**src/design/mslp_pkg.sv**
```systemverilog
// Shared constants and types of the mid-square linear probe hash table
package mslp_pkg;

   localparam int TABLE_SIZE_DEFAULT = 16;
   localparam int KEY_W              = 32;
   localparam int SLOT_W             = 4;
   localparam int QUEUE_DEPTH        = 2;

   localparam logic OP_INSERT = 1'b0;
   localparam logic OP_SEARCH = 1'b1;

   typedef struct packed {
      logic                    ok;
      logic signed [KEY_W-1:0] found_key;
      logic [SLOT_W-1:0]       slot;
   } rsp_type;

endpackage

```
**src/design/mslp_ram.sv**
```systemverilog
// Generic single write port RAM with registered read
module mslp_ram #(
   parameter int WIDTH = 32,
   parameter int DEPTH = 16
) (
   input  logic                     clock,
   input  logic                     wr_en,
   input  logic [$clog2(DEPTH)-1:0] wr_addr,
   input  logic [WIDTH-1:0]         wr_data,
   input  logic [$clog2(DEPTH)-1:0] rd_addr,
   output logic [WIDTH-1:0]         rd_data
);

   logic [WIDTH-1:0] mem_ff [DEPTH];
   logic [WIDTH-1:0] rd_data_ff;

   always_ff @(posedge clock) begin
      if (wr_en) begin
         mem_ff[wr_addr] <= wr_data;
      end
      rd_data_ff <= mem_ff[rd_addr];
   end

   assign rd_data = rd_data_ff;

endmodule

```
**src/design/mslp_front.sv**
```systemverilog
// Front end: accepts requests, squares the key and derives the home bucket
module mslp_front #(
   parameter int TABLE_SIZE = mslp_pkg::TABLE_SIZE_DEFAULT
) (
   input  logic                                   clock,
   input  logic                                   reset,
   input  logic                                   req_valid,
   output logic                                   req_stall,
   input  logic                                   req_operation,
   input  logic signed [mslp_pkg::KEY_W-1:0]      req_key,
   input  logic                                   clearing,
   input  logic                                   q_full,
   output logic                                   push,
   output logic [1+mslp_pkg::KEY_W+$clog2(TABLE_SIZE)-1:0] push_data
);

   localparam int IDX_W = $clog2(TABLE_SIZE);
   localparam int SHIFT = (mslp_pkg::KEY_W - IDX_W) / 2;

   logic                        s1_valid_ff, s1_valid_in;
   logic                        s1_op_ff;
   logic [mslp_pkg::KEY_W-1:0]  s1_key_ff;
   logic [mslp_pkg::KEY_W-1:0]  s1_sq_ff;
   logic [mslp_pkg::KEY_W-1:0]  key_u;
   logic                        accept;
   logic [IDX_W-1:0]            field;
   logic [IDX_W-1:0]            home;

   assign key_u     = $unsigned(req_key);
   assign req_stall = clearing | (s1_valid_ff & q_full);
   assign accept    = req_valid & ~req_stall;
   assign push      = s1_valid_ff & ~q_full;

   assign field = s1_sq_ff[SHIFT +: IDX_W];
   assign home  = ({1'b0, field} >= (IDX_W+1)'(TABLE_SIZE))
                ? IDX_W'({1'b0, field} - (IDX_W+1)'(TABLE_SIZE)) : field;

   assign push_data = {s1_op_ff, s1_key_ff, home};

   always_comb begin
      s1_valid_in = s1_valid_ff;
      if (accept) begin
         s1_valid_in = 1'b1;
      end else if (push) begin
         s1_valid_in = 1'b0;
      end
   end

   always_ff @(posedge clock) begin
      if (reset) begin
         s1_valid_ff <= 1'b0;
      end else begin
         s1_valid_ff <= s1_valid_in;
      end
      if (accept) begin
         s1_op_ff  <= req_operation;
         s1_key_ff <= key_u;
         s1_sq_ff  <= mslp_pkg::KEY_W'(key_u * key_u);
      end
   end

endmodule

```
**src/design/mslp_queue.sv**
```systemverilog
// Short FIFO between the front end and the probe engine
module mslp_queue #(
   parameter int WIDTH = 37,
   parameter int DEPTH = mslp_pkg::QUEUE_DEPTH
) (
   input  logic             clock,
   input  logic             reset,
   input  logic             push,
   input  logic [WIDTH-1:0] push_data,
   output logic             full,
   input  logic             pop,
   output logic             pop_valid,
   output logic [WIDTH-1:0] pop_data
);

   localparam int PTR_W = (DEPTH > 1) ? $clog2(DEPTH) : 1;
   localparam int CNT_W = $clog2(DEPTH + 1);

   logic [WIDTH-1:0] mem_ff [DEPTH];
   logic [PTR_W-1:0] wr_ptr_ff, wr_ptr_in;
   logic [PTR_W-1:0] rd_ptr_ff, rd_ptr_in;
   logic [CNT_W-1:0] count_ff, count_in;

   assign full      = count_ff == CNT_W'(DEPTH);
   assign pop_valid = count_ff != '0;
   assign pop_data  = mem_ff[rd_ptr_ff];

   always_comb begin
      wr_ptr_in = wr_ptr_ff;
      rd_ptr_in = rd_ptr_ff;
      count_in  = count_ff;
      if (push) begin
         wr_ptr_in = (wr_ptr_ff == PTR_W'(DEPTH-1)) ? '0 : wr_ptr_ff + 1'b1;
      end
      if (pop) begin
         rd_ptr_in = (rd_ptr_ff == PTR_W'(DEPTH-1)) ? '0 : rd_ptr_ff + 1'b1;
      end
      case ({push, pop})
         2'b10:   count_in = count_ff + 1'b1;
         2'b01:   count_in = count_ff - 1'b1;
         default: count_in = count_ff;
      endcase
   end

   always_ff @(posedge clock) begin
      if (reset) begin
         wr_ptr_ff <= '0;
         rd_ptr_ff <= '0;
         count_ff  <= '0;
      end else begin
         wr_ptr_ff <= wr_ptr_in;
         rd_ptr_ff <= rd_ptr_in;
         count_ff  <= count_in;
      end
      if (push) begin
         mem_ff[wr_ptr_ff] <= push_data;
      end
   end

endmodule

```
**src/design/mslp_back.sv**
```systemverilog
// Probe engine: clears the store, walks buckets and registers the response
module mslp_back #(
   parameter int TABLE_SIZE = mslp_pkg::TABLE_SIZE_DEFAULT
) (
   input  logic                                   clock,
   input  logic                                   reset,
   input  logic                                   q_valid,
   input  logic [1+mslp_pkg::KEY_W+$clog2(TABLE_SIZE)-1:0] q_data,
   output logic                                   q_pop,
   output logic                                   clearing,
   output logic                                   wr_en,
   output logic [$clog2(TABLE_SIZE)-1:0]          wr_addr,
   output logic [mslp_pkg::KEY_W-1:0]             wr_data,
   output logic [$clog2(TABLE_SIZE)-1:0]          rd_addr,
   input  logic [mslp_pkg::KEY_W-1:0]             rd_data,
   input  logic                                   rsp_stall,
   output logic                                   rsp_valid,
   output mslp_pkg::rsp_type                      rsp
);

   localparam int IDX_W = $clog2(TABLE_SIZE);
   localparam int KW    = mslp_pkg::KEY_W;

   typedef enum logic [1:0] {
      B_CLEAR,
      B_IDLE,
      B_PROBE
   } state_type;

   state_type         state_ff, state_in;
   logic [IDX_W-1:0]  clr_ff, clr_in;
   logic              rsp_valid_ff, rsp_valid_in;
   mslp_pkg::rsp_type rsp_ff, rsp_in;
   logic              op_ff, op_in;
   logic [KW-1:0]     key_ff, key_in;
   logic [IDX_W-1:0]  cur_ff, cur_in;
   logic [IDX_W-1:0]  n_ff, n_in;

   logic              q_op;
   logic [KW-1:0]     q_key;
   logic [IDX_W-1:0]  q_home;
   logic [IDX_W-1:0]  next_idx;
   logic              last;
   logic              slot_empty;
   logic              hit;

   assign {q_op, q_key, q_home} = q_data;
   assign next_idx   = (cur_ff == IDX_W'(TABLE_SIZE-1)) ? '0 : cur_ff + 1'b1;
   assign last       = n_ff == IDX_W'(TABLE_SIZE-1);
   assign slot_empty = rd_data == '0;
   assign hit        = rd_data == key_ff;

   assign clearing  = state_ff == B_CLEAR;
   assign rsp_valid = rsp_valid_ff;
   assign rsp       = rsp_ff;

   always_comb begin
      logic done;
      logic ok;
      done         = 1'b0;
      ok           = 1'b0;
      state_in     = state_ff;
      clr_in       = clr_ff;
      rsp_valid_in = rsp_valid_ff & rsp_stall;
      rsp_in       = rsp_ff;
      op_in        = op_ff;
      key_in       = key_ff;
      cur_in       = cur_ff;
      n_in         = n_ff;
      q_pop        = 1'b0;
      rd_addr      = next_idx;
      wr_en        = 1'b0;
      wr_addr      = cur_ff;
      wr_data      = key_ff;
      unique case (state_ff)
         B_CLEAR: begin
            wr_en   = 1'b1;
            wr_addr = clr_ff;
            wr_data = '0;
            clr_in  = clr_ff + 1'b1;
            if (clr_ff == IDX_W'(TABLE_SIZE-1)) begin
               state_in = B_IDLE;
            end
         end
         B_IDLE: begin
            rd_addr = q_home;
            if (q_valid && (!rsp_valid_ff || !rsp_stall)) begin
               q_pop    = 1'b1;
               op_in    = q_op;
               key_in   = q_key;
               cur_in   = q_home;
               n_in     = '0;
               state_in = B_PROBE;
            end
         end
         B_PROBE: begin
            if (op_ff == mslp_pkg::OP_INSERT) begin
               if (slot_empty) begin
                  done  = 1'b1;
                  ok    = 1'b1;
                  wr_en = 1'b1;
               end else if (last) begin
                  done = 1'b1;
               end
            end else begin
               if (slot_empty) begin
                  done = 1'b1;
               end else if (hit) begin
                  done = 1'b1;
                  ok   = 1'b1;
               end else if (last) begin
                  done = 1'b1;
               end
            end
            if (done) begin
               rsp_valid_in     = 1'b1;
               rsp_in.ok        = ok;
               rsp_in.found_key = (ok && op_ff == mslp_pkg::OP_SEARCH)
                                ? $signed(key_ff) : '0;
               rsp_in.slot      = ok ? mslp_pkg::SLOT_W'(cur_ff) : '0;
               state_in         = B_IDLE;
            end else begin
               cur_in = next_idx;
               n_in   = n_ff + 1'b1;
            end
         end
         default: begin
            state_in = B_IDLE;
         end
      endcase
   end

   always_ff @(posedge clock) begin
      if (reset) begin
         state_ff     <= B_CLEAR;
         clr_ff       <= '0;
         rsp_valid_ff <= 1'b0;
      end else begin
         state_ff     <= state_in;
         clr_ff       <= clr_in;
         rsp_valid_ff <= rsp_valid_in;
      end
      rsp_ff <= rsp_in;
      op_ff  <= op_in;
      key_ff <= key_in;
      cur_ff <= cur_in;
      n_ff   <= n_in;
   end

endmodule

```
**src/design/mid_square_linear_probe_hash_table_unit.sv**
```systemverilog
// Top level of the mid-square linear probe hash table
//
// Requests (req_*) carry an operation (insert or search) and a 32-bit key;
// each request yields exactly one response beat on rsp_*, in order.
// Both channels move a beat when valid is high and stall is low.
// The front end registers the key square, then pushes the key and its home
// bucket into a two-entry queue, so requests keep flowing while the probe
// engine is busy or the response side stalls.
// The probe engine reads one bucket of the slot RAM per cycle while probing;
// a beat is started from the idle state and then probes p buckets, p between
// 1 and TABLE_SIZE; the engine takes no new beat until the last one is done.
// After reset the RAM is cleared one slot per cycle, slot by slot in order;
// req_stall stays high during that sweep.
// A stalled response holds in its output register; the engine waits to
// start the next beat, and the queue then fills and raises req_stall.
module mid_square_linear_probe_hash_table_unit #(
   parameter int TABLE_SIZE = mslp_pkg::TABLE_SIZE_DEFAULT
) (
   input  logic                                   clock,
   input  logic                                   reset,
   input  logic                                   req_valid,
   output logic                                   req_stall,
   input  logic                                   req_operation,
   input  logic signed [mslp_pkg::KEY_W-1:0]      req_key,
   output logic                                   rsp_valid,
   input  logic                                   rsp_stall,
   output logic                                   rsp_ok,
   output logic signed [mslp_pkg::KEY_W-1:0]      rsp_found_key,
   output logic [mslp_pkg::SLOT_W-1:0]            rsp_slot
);

   localparam int IDX_W  = $clog2(TABLE_SIZE);
   localparam int ITEM_W = 1 + mslp_pkg::KEY_W + IDX_W;

   logic                       clearing;
   logic                       q_full;
   logic                       push;
   logic [ITEM_W-1:0]          push_data;
   logic                       q_pop;
   logic                       q_valid;
   logic [ITEM_W-1:0]          q_data;
   logic                       wr_en;
   logic [IDX_W-1:0]           wr_addr;
   logic [mslp_pkg::KEY_W-1:0] wr_data;
   logic [IDX_W-1:0]           rd_addr;
   logic [mslp_pkg::KEY_W-1:0] rd_data;
   mslp_pkg::rsp_type          rsp;

   mslp_front #(.TABLE_SIZE(TABLE_SIZE)) u_front (
      .clock         (clock),
      .reset         (reset),
      .req_valid     (req_valid),
      .req_stall     (req_stall),
      .req_operation (req_operation),
      .req_key       (req_key),
      .clearing      (clearing),
      .q_full        (q_full),
      .push          (push),
      .push_data     (push_data)
   );

   mslp_queue #(.WIDTH(ITEM_W), .DEPTH(mslp_pkg::QUEUE_DEPTH)) u_queue (
      .clock     (clock),
      .reset     (reset),
      .push      (push),
      .push_data (push_data),
      .full      (q_full),
      .pop       (q_pop),
      .pop_valid (q_valid),
      .pop_data  (q_data)
   );

   mslp_ram #(.WIDTH(mslp_pkg::KEY_W), .DEPTH(TABLE_SIZE)) u_ram (
      .clock   (clock),
      .wr_en   (wr_en),
      .wr_addr (wr_addr),
      .wr_data (wr_data),
      .rd_addr (rd_addr),
      .rd_data (rd_data)
   );

   mslp_back #(.TABLE_SIZE(TABLE_SIZE)) u_back (
      .clock     (clock),
      .reset     (reset),
      .q_valid   (q_valid),
      .q_data    (q_data),
      .q_pop     (q_pop),
      .clearing  (clearing),
      .wr_en     (wr_en),
      .wr_addr   (wr_addr),
      .wr_data   (wr_data),
      .rd_addr   (rd_addr),
      .rd_data   (rd_data),
      .rsp_stall (rsp_stall),
      .rsp_valid (rsp_valid),
      .rsp       (rsp)
   );

   assign rsp_ok        = rsp.ok;
   assign rsp_found_key = rsp.found_key;
   assign rsp_slot      = rsp.slot;

endmodule

```
**config.mk**
```make
export PLATFORM = sky130hd
export DESIGN_NAME = mid_square_linear_probe_hash_table_unit
export DESIGN_NICKNAME = d
export VERILOG_FILES = /design/src/design/mslp_pkg.sv /design/src/design/mslp_ram.sv /design/src/design/mslp_front.sv /design/src/design/mslp_queue.sv /design/src/design/mslp_back.sv /design/src/design/mid_square_linear_probe_hash_table_unit.sv
export SDC_FILE = /design/constraint.sdc
export NUM_CORES = 1
export LEC_CHECK = 0
export ABC_CLOCK_PERIOD_IN_PS = 8500
export BUFFER_PORTS_ARGS = -buffer_cell sky130_fd_sc_hd__buf_2
export CAP_MARGIN = 0
export CORE_MARGIN = 2
export CORE_UTILIZATION = 30
export CTS_CLUSTER_SIZE = 10
export DETAILED_ROUTE_END_ITERATION = 6
export HOLD_SLACK_MARGIN = 0.12
export PLACE_DENSITY = 0.44
export SLEW_MARGIN = 10
export SYNTH_ARGS = -nofsm -noshare
export SYNTH_HDL_FRONTEND = slang
export SYNTH_SLANG_ARGS = --single-unit
export TNS_END_PERCENT = 100
```
**constraint.sdc**
```tcl
create_clock -name clock -period 8.5 [get_ports clock]
set_input_delay 1.7 -clock clock [delete_from_list [all_inputs] [get_ports clock]]
set_output_delay 1.7 -clock clock [all_outputs]
set_load 0.005 [all_outputs]
```
==> out/qor.csv <==
stage,metric,value,unit
clocking,cts.clk_slew.worst_paths,0.06,ns
routing,dr_wl_met3,3500,microns
timing,setup_tns,0,ns
timing,drv_slew,0,
synth,synth_edf_count,701,
global_routing,grt_antenna_before_repair,7,
clocking,cts.sinks,746,
min_path,whs_path_depth,0,
floorplanning,core-area,107000,sq um
synth,post-synth-top-count-cell,edfxtp_1,
job,max-cap-violations,0,
floorplanning,row_count,120,
critical_path,cpMaxStageDelayCell,fa_1,
synth,synth_top_area_share,64.9,%
pwr,max-vdd-ir-drop,0.000152,V
synth,syn_avg_cell_area,14.3,sq um
clocking,clock_latency,0.65,ns
cells_and_area,syn_to_final_growth,14.5,%
pwr,p_leak,0.0130,uW
routing,drt-initial-drc-count,1155,
place,place_congestion,0.763,
place,portBuffers,75,
timing,finalHoldViolations,0,
routing,vias,18100,
synth,ys_types,51,
timing,relSlewSlack,28.6,%
floorplanning,io_pins,76,
critical_path,cp_max_fo,18,
synth,seq_area_frac_synth,67.6,%
synth,syn-num-nets,2452,
routing,drt-total-wl,85200,microns
clocking,clock_path_buffers,3,
critical_path,cpPeakStageDelay,0.53,ns
synth,synth_area,32400,sq um
critical_path,reg2reg_slack,4.15,ns
clocking,postCtsHoldBufs,0,
pwr,power_density,288,nW/um^2
pwr,p_int,7410,uW
critical_path,cp-end-kind,flop,
clocking,ctsHtreeMaxLevel,3,
critical_path,rr_endpoint,u_ram.mem_ff[6][5],
critical_path,rr_startpoint,u_ram.rd_data[25],
clocking,cts_root_buffer,clkbuf_16,
synth,synth_ff_type,edfxtp_1,
clocking,cts_tree,built,
global_routing,track_usage,15.4,%
routing,highest_layer,met4,
critical_path,cp-startpoint,req_key[3],
cells_and_area,multi_input_area,9590,sq um
critical_path,reg2reg_depth,7,
place,dpl_cell_area,34600,sq um
global_routing,grt_max_degree,125,
timing,finClkSkew,0.0424,ns
global_routing,overflow,0,
critical_path,critPathArrivalTime,6.61,ns
synth,ys_ff_latch,746,
synth,synthTopCellsByCount,"edfxtp_1, nand2_1, inv_1, nor2_1, nand4_1",
critical_path,critPathCapture,u_front.s1_sq_ff[17],
floorplanning,fp.dieArea,111000,sq um
global_routing,grt_pass1_vias,19100,
timing,period_share,73.5,%
timing,fmax,160,MHz
floorplanning,initial_core_util,30.3,%
floorplanning,die_y,333,microns
clocking,cts-buffers-inserted,86,
min_path,hold_path_class,flop to flop,
cells_and_area,num-fill-cells,10400,
timing,fin_ws,2.25,ns
routing,drc,0,
clocking,cts_setup_buffers,0,
global_routing,grt_pass1_wl,126000,microns
timing,period_needed,6.25,ns
timing,rsz0062_at_grt,false,
routing,dr_wl_met2,42800,microns
place,dp_hpwl,47800,microns
pwr,seqPwrFrac,43.2,%
status,status,"complete, no violations",
synth,synthTopCellsByArea,"edfxtp_1, fa_1, nand2_1",
synth,syn_inst,2262,
clocking,ctsResizeCount,0,
pwr,pwr-share-clk,31.7,%
routing,drt-pass1-iter-count,6,
synth,yosys_warnings,0,
routing,ant_nets,0,
critical_path,required,8.86,ns
timing,worst_pin_slew,1.07,ns
timing,setup_violations,0,
critical_path,path_class,primary input to flop,
routing,avgViaCountPerCell,4.73,
cells_and_area,final_area,37200,sq um
critical_path,critPathLaunchType,primary input,
critical_path,crit_chain,buf_2 -> and2_1 -> fa_1 -> inv_1 -> fa_1 -> inv_1 -> fa_1 -> inv_1 -> fa_1 -> inv_1 -> fa_1 -> inv_1 -> fa_1 -> inv_1 -> ha_1 -> a21oi_1 -> o21ai_0 -> a21oi_1 -> o21ai_0 -> o211a_1 -> xnor2_1,
routing,m1WireLength,37300,microns
routing,wl_per_cell,22.3,microns
place,pre_cts_slack,1.55,ns
synth,synth_top_cell_by_area,edfxtp_1,
cells_and_area,ff_latch_area,22000,sq um
synth,synthArstFlopShare,0,%
cells_and_area,antenna_cells,0,
pwr,p_comb_share,25.1,%
cells_and_area,drive_gt1_share,12.7,%
pwr,p_sw,3300,uW
cells_and_area,layout.nets,2542,
pwr,p_sw_share,30.8,%
floorplanning,fp.dieW,333,microns
==> kinds of logic after synthesis <==
logic type               after synthesis  share of synthesized area (%)
flip-flops                           746                           67.6
AND/OR/NAND/NOR                      734                           10.6
buffers and inverters                282                           3.47
AO/OA/AOI/OAI                        166                           4.80
adder cells (fa/ha/maj)              153                           7.94
multiplexers                         114                           3.72
XOR/XNOR                              67                           1.81
==> per-layer routing <==
metal,track usage [%],up-vias
met5,0,-
met4,3.75,0
met1,19.7,9257
met3,2.47,107
li1,-,8357
met2,27.1,367
==> worst min path at each step <==
stage / startpoint / endpoint / slack [ns]
2_1_floorplan: u_front.s1_sq_ff[14] / u_queue.mem_ff[0][0] / 0.42
3_3_place_gp: u_front.s1_key_ff[14] / u_queue.mem_ff[0][18] / 0.42
3_5_place_dp: u_front.s1_key_ff[2] / u_queue.mem_ff[1][6] / 0.43
4_1_cts: u_front.s1_key_ff[23] / u_queue.mem_ff[1][27] / 0.44
5_1_grt: u_front.s1_key_ff[23] / u_queue.mem_ff[0][27] / 0.45
6_report: u_front.s1_key_ff[3] / u_queue.mem_ff[0][7] / 0.44
==> layout by cell type, fill, tap and decap left out, types with 5 or more instances in the layout <==
cell type  instances
nand2_1          317
and2_1           101
nor2b_1           34
fa_1              88
dfxtp_1           44
nor4_1            10
a2111oi_2         29
inv_1            173
a32o_1            32
xnor2_1           56
o2111ai_1         32
mux2i_1           73
xor2_1            11
clkbuf_1          61
a211oi_1          32
buf_2             75
nand3_1            5
mux2_2            37
nand2b_1           6
a31oi_1            5
nand4_1          105
clkbuf_16         87
a21oi_1           13
nor2_1           118
buf_4             32
edfxtp_1         701
nor2_4            21
ha_1              64
==> final cells by class <==
type / count / area share [%]
tap: 1403 / 4.72
clock buffer: 150 / 6.55
clock inverter: 9 / 0.387
timing repair buffer: 108 / 1.71
inverter: 176 / 1.78
sequential: 746 / 59.1
multi-input combinational: 1234 / 25.8
==> metrics by stage <==
stage | cells | power, uW | hold slack [ns] | util, %
finish | 3826 | 10700 | 0.441 | 34.7
detailed placement | 3667 | 7450 | 0.430 | 32.3
CTS | 3826 | 10900 | 0.439 | 34.7
global placement | 3667 | 7400 | 0.423 | 32.3
global route | 3826 | 11300 | 0.452 | 34.7
floorplan | 2262 | 6530 | 0.421 | -
==> critical path, delay by kind of cell <==
kind,cells,cell delay [ns]
buffers and inverters,7,0.52
AOI/OAI and AO/OA,5,0.78
and+or+nand+nor,1,0.23
xor gates and xnor gates,1,0.12
adders and majority gates,7,3.26
==> power groups by stage <==
| stage | Sequential (uW) | Clock [uW] | Combinational (uW) |
|---|---|---|---|
| after global routing | 4650 | 3640 | 3030 |
| after detailed placement | 4700 | 0 | 2750 |
| final | 4630 | 3390 | 2680 |
| after global placement | 4700 | 0 | 2710 |
| after CTS | 4630 | 3490 | 2760 |
| after floorplan | 4640 | 0 | 1890 |
==> registers in the layout, indices dropped and copies added (netlist names), named ones only <==
signal and flops:
u_queue.wr_ptr_ff 1, u_back.state_ff 2, u_back.n_ff 4, u_ram.mem_ff 512, u_front.s1_op_ff 1, u_front.s1_valid_ff 1
u_queue.count_ff 2, u_queue.rd_ptr_ff 1, u_front.s1_key_ff 31, u_back.clr_ff 4, u_back.rsp 37, u_back.key_ff 32
u_back.rsp_valid 1, u_queue.mem_ff 74, u_back.op_ff 1, u_ram.rd_data 32, u_back.cur_ff 4, u_front.s1_sq_ff 5
(Power assumes the default switching activity.)
